[config.mk]
export PLATFORM = sky130hd
export DESIGN_NAME = float_sample_value_validator_unit
export DESIGN_NICKNAME = d
export VERILOG_FILES = /design/src/rtl/core/fsv_pkg.sv /design/src/rtl/core/fsv_in_stage.sv /design/src/rtl/core/fsv_scan_step.sv /design/src/rtl/core/float_sample_value_validator_unit.sv
export SDC_FILE = /design/constraint.sdc
export NUM_CORES = 1
export LEC_CHECK = 0
export ABC_AREA = 1
export CAP_MARGIN = 20
export CORE_MARGIN = 3
export CORE_UTILIZATION = 63
export DETAILED_ROUTE_END_ITERATION = 7
export DONT_BUFFER_PORTS = 1
export PLACE_DENSITY_LB_ADDON = 0.12
export SYNTH_ARGS = -nofsm -noshare
export SYNTH_HDL_FRONTEND = slang
export SYNTH_SLANG_ARGS = --single-unit
[constraint.sdc]
create_clock -name clk -period 2.14 [get_ports clk]
set_input_delay 0 -clock clk [delete_from_list [all_inputs] [get_ports clk]]
set_output_delay 0 -clock clk [all_outputs]
set_load 0.01 [all_outputs]
[src/rtl/core/fsv_pkg.sv]
// Shared types, constants and helpers for the float sample value validator.
// No dependencies; imported by every module of the block.
`timescale 1ns / 1ps

package fsv_pkg;

  typedef enum logic [3:0] {
    PH_START   = 4'd0,
    PH_SIGN    = 4'd1,
    PH_INT     = 4'd2,
    PH_FRAC    = 4'd3,
    PH_LEADPT  = 4'd4,
    PH_EXP     = 4'd5,
    PH_EXPSIGN = 4'd6,
    PH_EXPDIG  = 4'd7,
    PH_WORD    = 4'd8
  } phase_t;

  typedef struct packed {
    phase_t     phase;
    logic       saw_sign;
    logic [1:0] word_position;
    logic [1:0] word_alive;
    logic       rejected;
  } scan_state_t;

  typedef struct packed {
    logic [7:0] char_code;
    logic       is_last;
    logic       no_char;
  } beat_t;

  localparam int         WORD_LEN  = 3;
  localparam logic [1:0] ALIVE_INF = 2'b01;
  localparam logic [1:0] ALIVE_NAN = 2'b10;
  localparam logic [1:0] ALIVE_ALL = 2'b11;

  localparam scan_state_t SCAN_CLEAR = '{
    phase:         PH_START,
    saw_sign:      1'b0,
    word_position: 2'd0,
    word_alive:    ALIVE_ALL,
    rejected:      1'b0
  };

  function automatic logic [7:0] inf_char(input logic [1:0] pos);
    logic [7:0] c;
    case (pos)
      2'd0:    c = "i";
      2'd1:    c = "n";
      default: c = "f";
    endcase
    return c;
  endfunction

  function automatic logic [7:0] nan_char(input logic [1:0] pos);
    logic [7:0] c;
    case (pos)
      2'd0:    c = "n";
      2'd1:    c = "a";
      default: c = "n";
    endcase
    return c;
  endfunction

endpackage

[src/rtl/core/fsv_in_stage.sv]
// Input register of the validator: captures one character beat per cycle unless stalled.
// Depends on fsv_pkg for the beat type.
`timescale 1ns / 1ps

module fsv_in_stage (
  input  logic           clk,
  input  logic           rst,
  input  logic           adv,
  input  logic           src_valid,
  input  fsv_pkg::beat_t src_beat,
  output logic           hold_valid,
  output fsv_pkg::beat_t hold_beat
);
  import fsv_pkg::*;

  always_ff @(posedge clk) begin
    if (rst) begin
      hold_valid <= 1'b0;
    end else if (adv) begin
      hold_valid <= src_valid;
    end
  end

  always_ff @(posedge clk) begin
    if (adv) begin
      hold_beat <= src_beat;
    end
  end

endmodule

[src/rtl/core/fsv_scan_step.sv]
// Combinational scan step: next scanner state for one beat and the verdict.
// Depends on fsv_pkg for state types and the inf/nan letter tables.
`timescale 1ns / 1ps

module fsv_scan_step (
  input  fsv_pkg::scan_state_t cur,
  input  fsv_pkg::beat_t       beat,
  output fsv_pkg::scan_state_t fed,
  output logic                 verdict
);
  import fsv_pkg::*;

  function automatic logic is_digit(input logic [7:0] c);
    return c inside {["0":"9"]};
  endfunction

  function automatic logic is_sign(input logic [7:0] c);
    return c inside {"+", "-"};
  endfunction

  function automatic scan_state_t word_feed(input scan_state_t st, input logic [7:0] c);
    scan_state_t r;
    logic [7:0]  lc;
    logic [1:0]  alive;
    r     = st;
    lc    = (c inside {["A":"Z"]}) ? (c | 8'h20) : c;
    alive = st.word_alive;
    if (st.word_position == 2'(WORD_LEN)) begin
      r.rejected = 1'b1;
    end else begin
      if (lc != inf_char(st.word_position)) alive = alive & ALIVE_NAN;
      if (lc != nan_char(st.word_position)) alive = alive & ALIVE_INF;
      r.word_alive = alive;
      if (alive == 2'b00) begin
        r.rejected = 1'b1;
      end else begin
        r.word_position = st.word_position + 2'd1;
      end
    end
    return r;
  endfunction

  function automatic scan_state_t lead_feed(input scan_state_t st, input logic [7:0] c);
    scan_state_t r;
    r = st;
    if (is_digit(c)) begin
      r.phase = PH_INT;
    end else if (c == ".") begin
      r.phase = PH_LEADPT;
    end else begin
      r.phase         = PH_WORD;
      r.word_position = 2'd0;
      r.word_alive    = st.saw_sign ? ALIVE_INF : ALIVE_ALL;
      r               = word_feed(r, c);
    end
    return r;
  endfunction

  function automatic scan_state_t exp_feed(input scan_state_t st, input logic [7:0] c);
    scan_state_t r;
    r = st;
    if (is_digit(c)) r.phase = PH_EXPDIG;
    else             r.rejected = 1'b1;
    return r;
  endfunction

  logic [7:0] c;
  assign c = beat.char_code;

  always_comb begin
    fed = cur;
    if (!beat.no_char && !cur.rejected) begin
      case (cur.phase)
        PH_START: begin
          if (is_sign(c)) begin
            fed.saw_sign = 1'b1;
            fed.phase    = PH_SIGN;
          end else begin
            fed = lead_feed(cur, c);
          end
        end
        PH_SIGN: fed = lead_feed(cur, c);
        PH_INT: begin
          if (c == ".")                       fed.phase    = PH_FRAC;
          else if (c inside {"e", "E"})       fed.phase    = PH_EXP;
          else if (!is_digit(c))              fed.rejected = 1'b1;
        end
        PH_FRAC: begin
          if (c inside {"e", "E"})            fed.phase    = PH_EXP;
          else if (!is_digit(c))              fed.rejected = 1'b1;
        end
        PH_LEADPT: begin
          if (is_digit(c)) fed.phase    = PH_FRAC;
          else             fed.rejected = 1'b1;
        end
        PH_EXP: begin
          if (is_sign(c)) fed.phase = PH_EXPSIGN;
          else            fed       = exp_feed(cur, c);
        end
        PH_EXPSIGN: fed = exp_feed(cur, c);
        PH_EXPDIG: begin
          if (!is_digit(c)) fed.rejected = 1'b1;
        end
        PH_WORD: fed = word_feed(cur, c);
        default: fed.rejected = 1'b1;
      endcase
    end
  end

  always_comb begin
    verdict = 1'b0;
    if (!fed.rejected) begin
      case (fed.phase)
        PH_INT, PH_FRAC, PH_EXPDIG: verdict = 1'b1;
        PH_WORD: verdict = (fed.word_position == 2'(WORD_LEN)) && (fed.word_alive != 2'b00);
        default: verdict = 1'b0;
      endcase
    end
  end

endmodule

[src/rtl/core/float_sample_value_validator_unit.sv]
// Float sample value validator: one character beat accepted per cycle unless stalled.
// A verdict beat is offered from the result register after the beat marked last passes the input register.
// Throughput is one beat per cycle unless stalled, set by the single scan-state register.
// The source is stalled only while a verdict is held and stalled downstream.
// Synchronous reset empties both stages and returns the scanner to string start.
// Depends on fsv_pkg, fsv_in_stage and fsv_scan_step.
`timescale 1ns / 1ps

module float_sample_value_validator_unit (
  input  logic       clk,
  input  logic       rst,
  input  logic       src_valid,
  output logic       src_stall,
  input  logic [7:0] char_code,
  input  logic       is_last,
  input  logic       no_char,
  output logic       res_valid,
  input  logic       res_stall,
  output logic       accepted
);
  import fsv_pkg::*;

  logic        adv;
  beat_t       src_beat;
  logic        hold_valid;
  beat_t       hold_beat;
  scan_state_t scan;
  scan_state_t scan_fed;
  logic        verdict;

  assign src_stall = res_valid && res_stall;
  assign adv       = !src_stall;
  assign src_beat  = '{char_code: char_code, is_last: is_last, no_char: no_char};

  fsv_in_stage u_in (
    .clk        (clk),
    .rst        (rst),
    .adv        (adv),
    .src_valid  (src_valid),
    .src_beat   (src_beat),
    .hold_valid (hold_valid),
    .hold_beat  (hold_beat)
  );

  fsv_scan_step u_step (
    .cur     (scan),
    .beat    (hold_beat),
    .fed     (scan_fed),
    .verdict (verdict)
  );

  always_ff @(posedge clk) begin
    if (rst) begin
      scan      <= SCAN_CLEAR;
      res_valid <= 1'b0;
    end else if (adv) begin
      res_valid <= hold_valid && hold_beat.is_last;
      if (hold_valid) begin
        scan <= hold_beat.is_last ? SCAN_CLEAR : scan_fed;
      end
    end
  end

  always_ff @(posedge clk) begin
    if (adv) begin
      accepted <= verdict;
    end
  end

endmodule
======== After elaboration in Yosys (flattened, before gate mapping) ========
Cells that the tools add are included.
word-level totals
  output and inout port bits .............. 3
  logic and storage cells ................. 142
  flip-flop bits (word level) ............. 23
  input bits .............................. 14
operators by class
  $lt $le $gt $ge ......................... 4
  reductions and logical operators ........ 23
  bitwise logic cells ..................... 1
  equal/unequal tests ..................... 29
  $add $sub $neg .......................... 1
  mux-type cells .......................... 73
operators with widths
  kind                  count
  $mux W8               20
  $ne A8 B8 Y1          6
  $mux W4               9
  $mux W2               17
  $mux W5               6
  $pmux W4 S7           1
  $eq A8 B6 Y1 const B  3
  $eq A4 B3 Y1 const B  5
  $mux W10              2
  $pmux W5 S4           1
  $eq A4 B2 Y1 const B  4
  $eq A8 B7 Y1 const B  2
  $mux W1               13
  $reduce_bool A2 Y1    6
  $eq A4 B4 Y1 const B  2
  $ge A8 B6 Y1 const B  1
  $ge A8 B7 Y1 const B  1
  $le A8 B6 Y1 const B  1
  $le A8 B7 Y1 const B  1
  $logic_not A2 Y1      4
  $pmux W4 S2           1
  $reduce_and A8 Y1     1
  $pmux W1 S7           1
  $logic_and A1 B1 Y1   6
  other kinds (12)      17

======== Depth between registers and ports, before layout ========
  depth after elaboration ................. 24
  mapped depth ............................ 16
  mapped depth without buffers ............ 16

======== By module ========
Synthesis repeated with hierarchy kept, for this count alone.
second synthesis, totals
  cells, all modules ...................... 321
  area total of the unflattened synthesis .. 1958.1 µm²
modules (own cells, without submodules)
  module                             cells each  times used  sequential area each (µm²)  area an instance (µm²)
  fsv_scan_step                      216         1           0.0                         1048.5
  float_sample_value_validator_unit  88          1           250.2                       564.3
  fsv_in_stage                       17          1           320.3                       345.3

======== Worst setup path before layout ========
No wires, ideal clock.
  path type ............................... register to register
  start ................................... reg u_in.hold_beat[8] (netlist name)
  end ..................................... reg accepted, data pin
  stages on the path, launching flop included .. 13
  clock period less this slack ............ 1.764 ns
  buffers on the path ..................... 0
  setup slack ............................. 0.376 ns
  arrival time ............................ 1.510 ns
  library setup time ...................... 0.254 ns
  required time ........................... 1.886 ns
  cell sequence ........................... edfxtp_1 -> inv_2 -> nand2_1 -> nor2_1 -> nand2_1 -> nand2_2 -> inv_1 -> a31oi_1 -> nand2_1 -> nand2_1 -> inv_1 -> nand3_1 -> a21oi_2
on the way
  longest elaborated chain between the ends .. 21
  elaborated cells on any way between the ends .. 79
  classes of those cells .................. order compare: 4; eq/ne: 16; mux: 49; reduce/logical: 10
ends and longest elaborated chain
  item                                                 line                                     text
  $ge A8 B7 Y1 / $le A8 B7 Y1 (equally long branches)  fsv_scan_step.sv:26                      lc = (c inside {["A":"Z"]}) ? (c | 8'h20) : c;
  $logic_and A1 B1 Y1                                  fsv_scan_step.sv:26
  $mux W6                                              fsv_scan_step.sv:26
  $ne A8 B8 Y1                                         fsv_scan_step.sv:31                      if (lc != inf_char(st.word_position)) alive = alive & ALIVE_NAN;
  $mux W1                                              fsv_scan_step.sv:31
  $mux W2                                              fsv_scan_step.sv:32                      if (lc != nan_char(st.word_position)) alive = alive & ALIVE_INF;
  $mux W2                                              fsv_scan_step.sv:48                      end else if (c == ".") begin
  $mux W2                                              fsv_scan_step.sv:46                      if (is_digit(c)) begin
  [5 not listed]                                       --
  $mux W5                                              fsv_scan_step.sv:48
  $mux W5                                              fsv_scan_step.sv:46
  $mux W5                                              fsv_scan_step.sv:75                      if (is_sign(c)) begin
  $pmux W5 S4                                          fsv_scan_step.sv:73                      case (cur.phase)
  $mux W10 (*)                                         fsv_scan_step.sv:72                      if (!beat.no_char && !cur.rejected) begin
  $eq A2 B2 Y1                                         fsv_scan_step.sv:115                     PH_WORD: verdict = (fed.word_position == 2'(WORD_LEN)) && (fed.word_alive != 2'b00);
  $logic_and A1 B1 Y1                                  fsv_scan_step.sv:115
  $pmux W1 S2                                          fsv_scan_step.sv:113                     case (fed.phase)
  to (signal assigned)                                 float_sample_value_validator_unit.sv:66  accepted <= verdict;
  to (decl)                                            float_sample_value_validator_unit.sv:19  output logic accepted
Every way passes the cells marked *; elsewhere a longest branch is shown, timed or not. The select of a mux whose other input is x is not followed.
A chain may end at the register's enable or synchronous reset.

======== Worst setup path after layout ========
  start ................................... reg u_in.hold_beat[4] (netlist name)
  end ..................................... reg accepted, data pin
on the way
  longest elaborated chain between the ends .. 21
  elaborated cells on any way between the ends .. 79
  classes of those cells .................. order compare: 4; eq/ne: 16; mux: 49; reduce/logical: 10
ends and longest elaborated chain
  item                                                 line
  $ge A8 B7 Y1 / $le A8 B7 Y1 (equally long branches)  fsv_scan_step.sv:26
  $logic_and A1 B1 Y1                                  fsv_scan_step.sv:26
  $mux W6                                              fsv_scan_step.sv:26
  $ne A8 B8 Y1                                         fsv_scan_step.sv:31
  $mux W1                                              fsv_scan_step.sv:31
  $mux W2                                              fsv_scan_step.sv:32
  $mux W2                                              fsv_scan_step.sv:48
  $mux W2                                              fsv_scan_step.sv:46
  [5 not listed]                                       --
  $mux W5                                              fsv_scan_step.sv:48
  $mux W5                                              fsv_scan_step.sv:46
  $mux W5                                              fsv_scan_step.sv:75
  $pmux W5 S4                                          fsv_scan_step.sv:73
  $mux W10 (*)                                         fsv_scan_step.sv:72
  $eq A2 B2 Y1                                         fsv_scan_step.sv:115
  $logic_and A1 B1 Y1                                  fsv_scan_step.sv:115
  $pmux W1 S2                                          fsv_scan_step.sv:113
Marked as above.

==> impl_metrics.tcl <==
set metrics [dict create \
    grt_pass1_vias 1645 \
    critical_path_arrival_ns 2.16 \
    detail-route-antenna-nets 0 \
    firstDrtPassIters 7 \
    syn_area_sq_mm 0.001679 \
    antenna_cells 0 \
    ys_warn_count 0 \
    outcome "complete, no violations" \
    numCtsBuffers 3 \
    grt_pass1_wl_mm 7.169 \
    grt.overflow.total 0 \
    crit_path_end_kind "flop" \
    nets 304 \
    avgSynthCellArea_sq_um 6.312 \
    fin_crit_ns 1.996 \
    drv_slew 0 \
    dp.cells 299 \
    vdd_drop_max_v 0.0005485 \
    clock_path_buffers 2 \
    synth_common_cells "nand2_1 (97), inv_1 (30), nor2_1 (29)" \
    start_util_pct 67.17 \
    clk_latency_ns 0.30 \
    max_freq_ghz 0.5010 \
    fin_skew_ns 0.006287 \
    antenna_found_initial 0 \
    initialDrtViolationCount 153 \
    synthTopCellsByArea "nand2_1 (22%), edfxtp_1 (20%), dfxtp_1 (14%)" \
    worstMarginPinSlew_ns 0.5089 \
    cts_tree "done" \
    die_x_um 57.63 \
    core_area_sq_mm 0.002500 \
    grt_max_degree 15 \
    synth_ff_type "dfxtp_1" \
    yosysTopAreaCell "nand2_1" \
    fp.dieH_um 57.63 \
    clk_pin_slew_ns 0.12 \
    setup_tns_ns 0 \
    synth_edf_count 11 \
    synth_most_common_cell "nand2_1" \
    ioPinCount 17 \
    dp_hpwl_mm 3.057 \
    post-route-drc-count 0 \
    powerDensity_mw_per_mm2 468.3 \
    wl_per_cell_um 13.69 \
    synth_cell_types 25 \
    period_share_pct 93.28 \
    area_growth_pct 14.68 \
    critPathMaxFanout 6 \
    viasPerCell 5.597 \
    grt_usage_pct 27.35 \
    ys_seq_elements 23 \
    cp-start-kind "flop" \
    rows 18 \
    cts_num_sinks 23 \
    post_cts_buffers 0 \
    seq_area_frac_synth_pct 33.98 \
    synth_top_area_share_pct 21.68 \
    die_area_sq_mm 0.003321 \
    cts_max_level 1 \
    gp_congestion 0.9129 \
    setup_viol 0 \
    synth_nets 284 \
    drive_above_1_share_pct 12.63 \
    hold_viol 0 \
    synth_cells 266 \
    hp-class "input port to flop" \
    routed_wl_mm 4.312 \
    vias 1763 \
    hold_ws_ns 0.09838 \
    p_leak_uw 0.0009362 \
    async_flop_share_pct 0 \
    fin_util_pct 77.03 \
    final_cells 315 \
    cts-root-buf "clkbuf_4" \
    port_buffers 0 \
    n_fill_cell 186 \
    crit_required_ns 2.31 \
    maxCapViolCount 0 \
    crit_type "flop to flop" \
    relSlewSlack_pct 65.94 \
]
-- metal layers --
layer | share of wire [%] | vias to the layer above | global-route usage (%)
li1 | - | 889 | -
met1 | 42 | 760 | 36.74
met2 | 46 | 97 | 44.68
met3 | 9.5 | 17 | 3.786
met4 | 2.8 | 0 | 10.60
met5 | 0 | - | 0
-- state kept, by name, summed over array words and instances, names as in the netlist --
name,flops
res_valid,1
scan,10
u_in.hold_beat,10
u_in.hold_valid,1
accepted,1
-- worst max-delay path: stages (launching register included) --
cell and delay [ns]:
edfxtp_1 0.48, inv_1 0.11, nand2_1 0.10, nand2_1 0.07, nand4_1 0.15, nand2_2 0.17
inv_1 0.11, o21ai_1 0.13, nand3_1 0.08, nor2_1 0.11, nand2_1 0.07, nand2_1 0.08
nand3_1 0.09, a21oi_2 0.11
-- final cells by class --
cell class | instances | area, sq um | share of cell area, %
Multi-Input combinational cell | 204 | 996.0 | 51.72
Tap cell | 30 | 37.54 | 1.949
Timing Repair Buffer | 16 | 150.1 | 7.797
Clock buffer | 4 | 26.28 | 1.365
Sequential cell | 23 | 573.1 | 29.76
Inverter | 38 | 142.6 | 7.407
-- power by group --
group	switching, uW	total (uW)	internal (uW)
Combinational	124	198	73.6
Clock	119	192	72.7
Sequential	26.9	512	485
-- logic make-up after synthesis --
group / count (synthesis) / synth area share (%)
buf+inv: 39 / 8.718
flops: 23 / 33.98
simple gates: 171 / 44.04
compound gates: 29 / 10.28
fa+ha+maj: 4 / 2.981
-- final timing paths --
kind	cells after the start	endpoint	slack (ns)	startpoint
min reg2reg	2	res_valid	0.49	u_in.hold_valid
max reg2reg	13	accepted	0.14	u_in.hold_beat[4]
min	3	res_valid	0.1	res_stall
max	13	accepted	0.14	u_in.hold_beat[4]
-- cells in the final DEF (no fill, tap or decap) --
| cell | netlist | layout |
|---|---|---|
| a211oi_1 | 1 | 1 |
| a21oi_1 | 13 | 12 |
| a21oi_2 | 1 | 2 |
| a21oi_4 | 1 | 1 |
| a31oi_1 | 2 | 1 |
| a31oi_2 | 0 | 1 |
| buf_4 | 0 | 4 |
| clkbuf_1 | 1 | 1 |
| clkbuf_4 | 0 | 3 |
| dfxtp_1 | 12 | 10 |
| dfxtp_2 | 0 | 2 |
| dlygate4sd3_1 | 0 | 12 |
| edfxtp_1 | 11 | 11 |
| ha_1 | 4 | 3 |
| ha_2 | 0 | 1 |
| inv_1 | 30 | 30 |
| inv_2 | 8 | 8 |
| nand2_1 | 97 | 96 |
| nand2_2 | 3 | 4 |
| nand3_1 | 20 | 20 |
| nand3_2 | 1 | 1 |
| nand3b_1 | 5 | 5 |
| nand4_1 | 6 | 6 |
| nor2_1 | 29 | 27 |
| nor2_2 | 5 | 5 |
| nor2_4 | 1 | 3 |
| nor3_1 | 4 | 4 |
| o21ai_0 | 7 | 7 |
| o21ai_1 | 1 | 1 |
| o21bai_1 | 2 | 1 |
| o21bai_2 | 0 | 1 |
| o31ai_1 | 1 | 1 |
-- through the flow --
step	setup slack, ns	power [uW]	instance area, sq um
after floorplan	0.3760	644.7	1679
after global placement	0.1301	681.1	1743
after detailed placement	0.1404	682.3	1743
after CTS	0.1189	888.2	1889
after global routing	-0.02947	952.1	1926
final	0.1438	901.8	1926
-- timing repair --
item / CTS / global route
setup endpoints to repair: 0 / 2
hold endpoints to repair: 22 / 0
gates resized for setup: 0 / 11
hold buffers: 12 / 0
No activity file was read; power rests on OpenSTA's default activity.
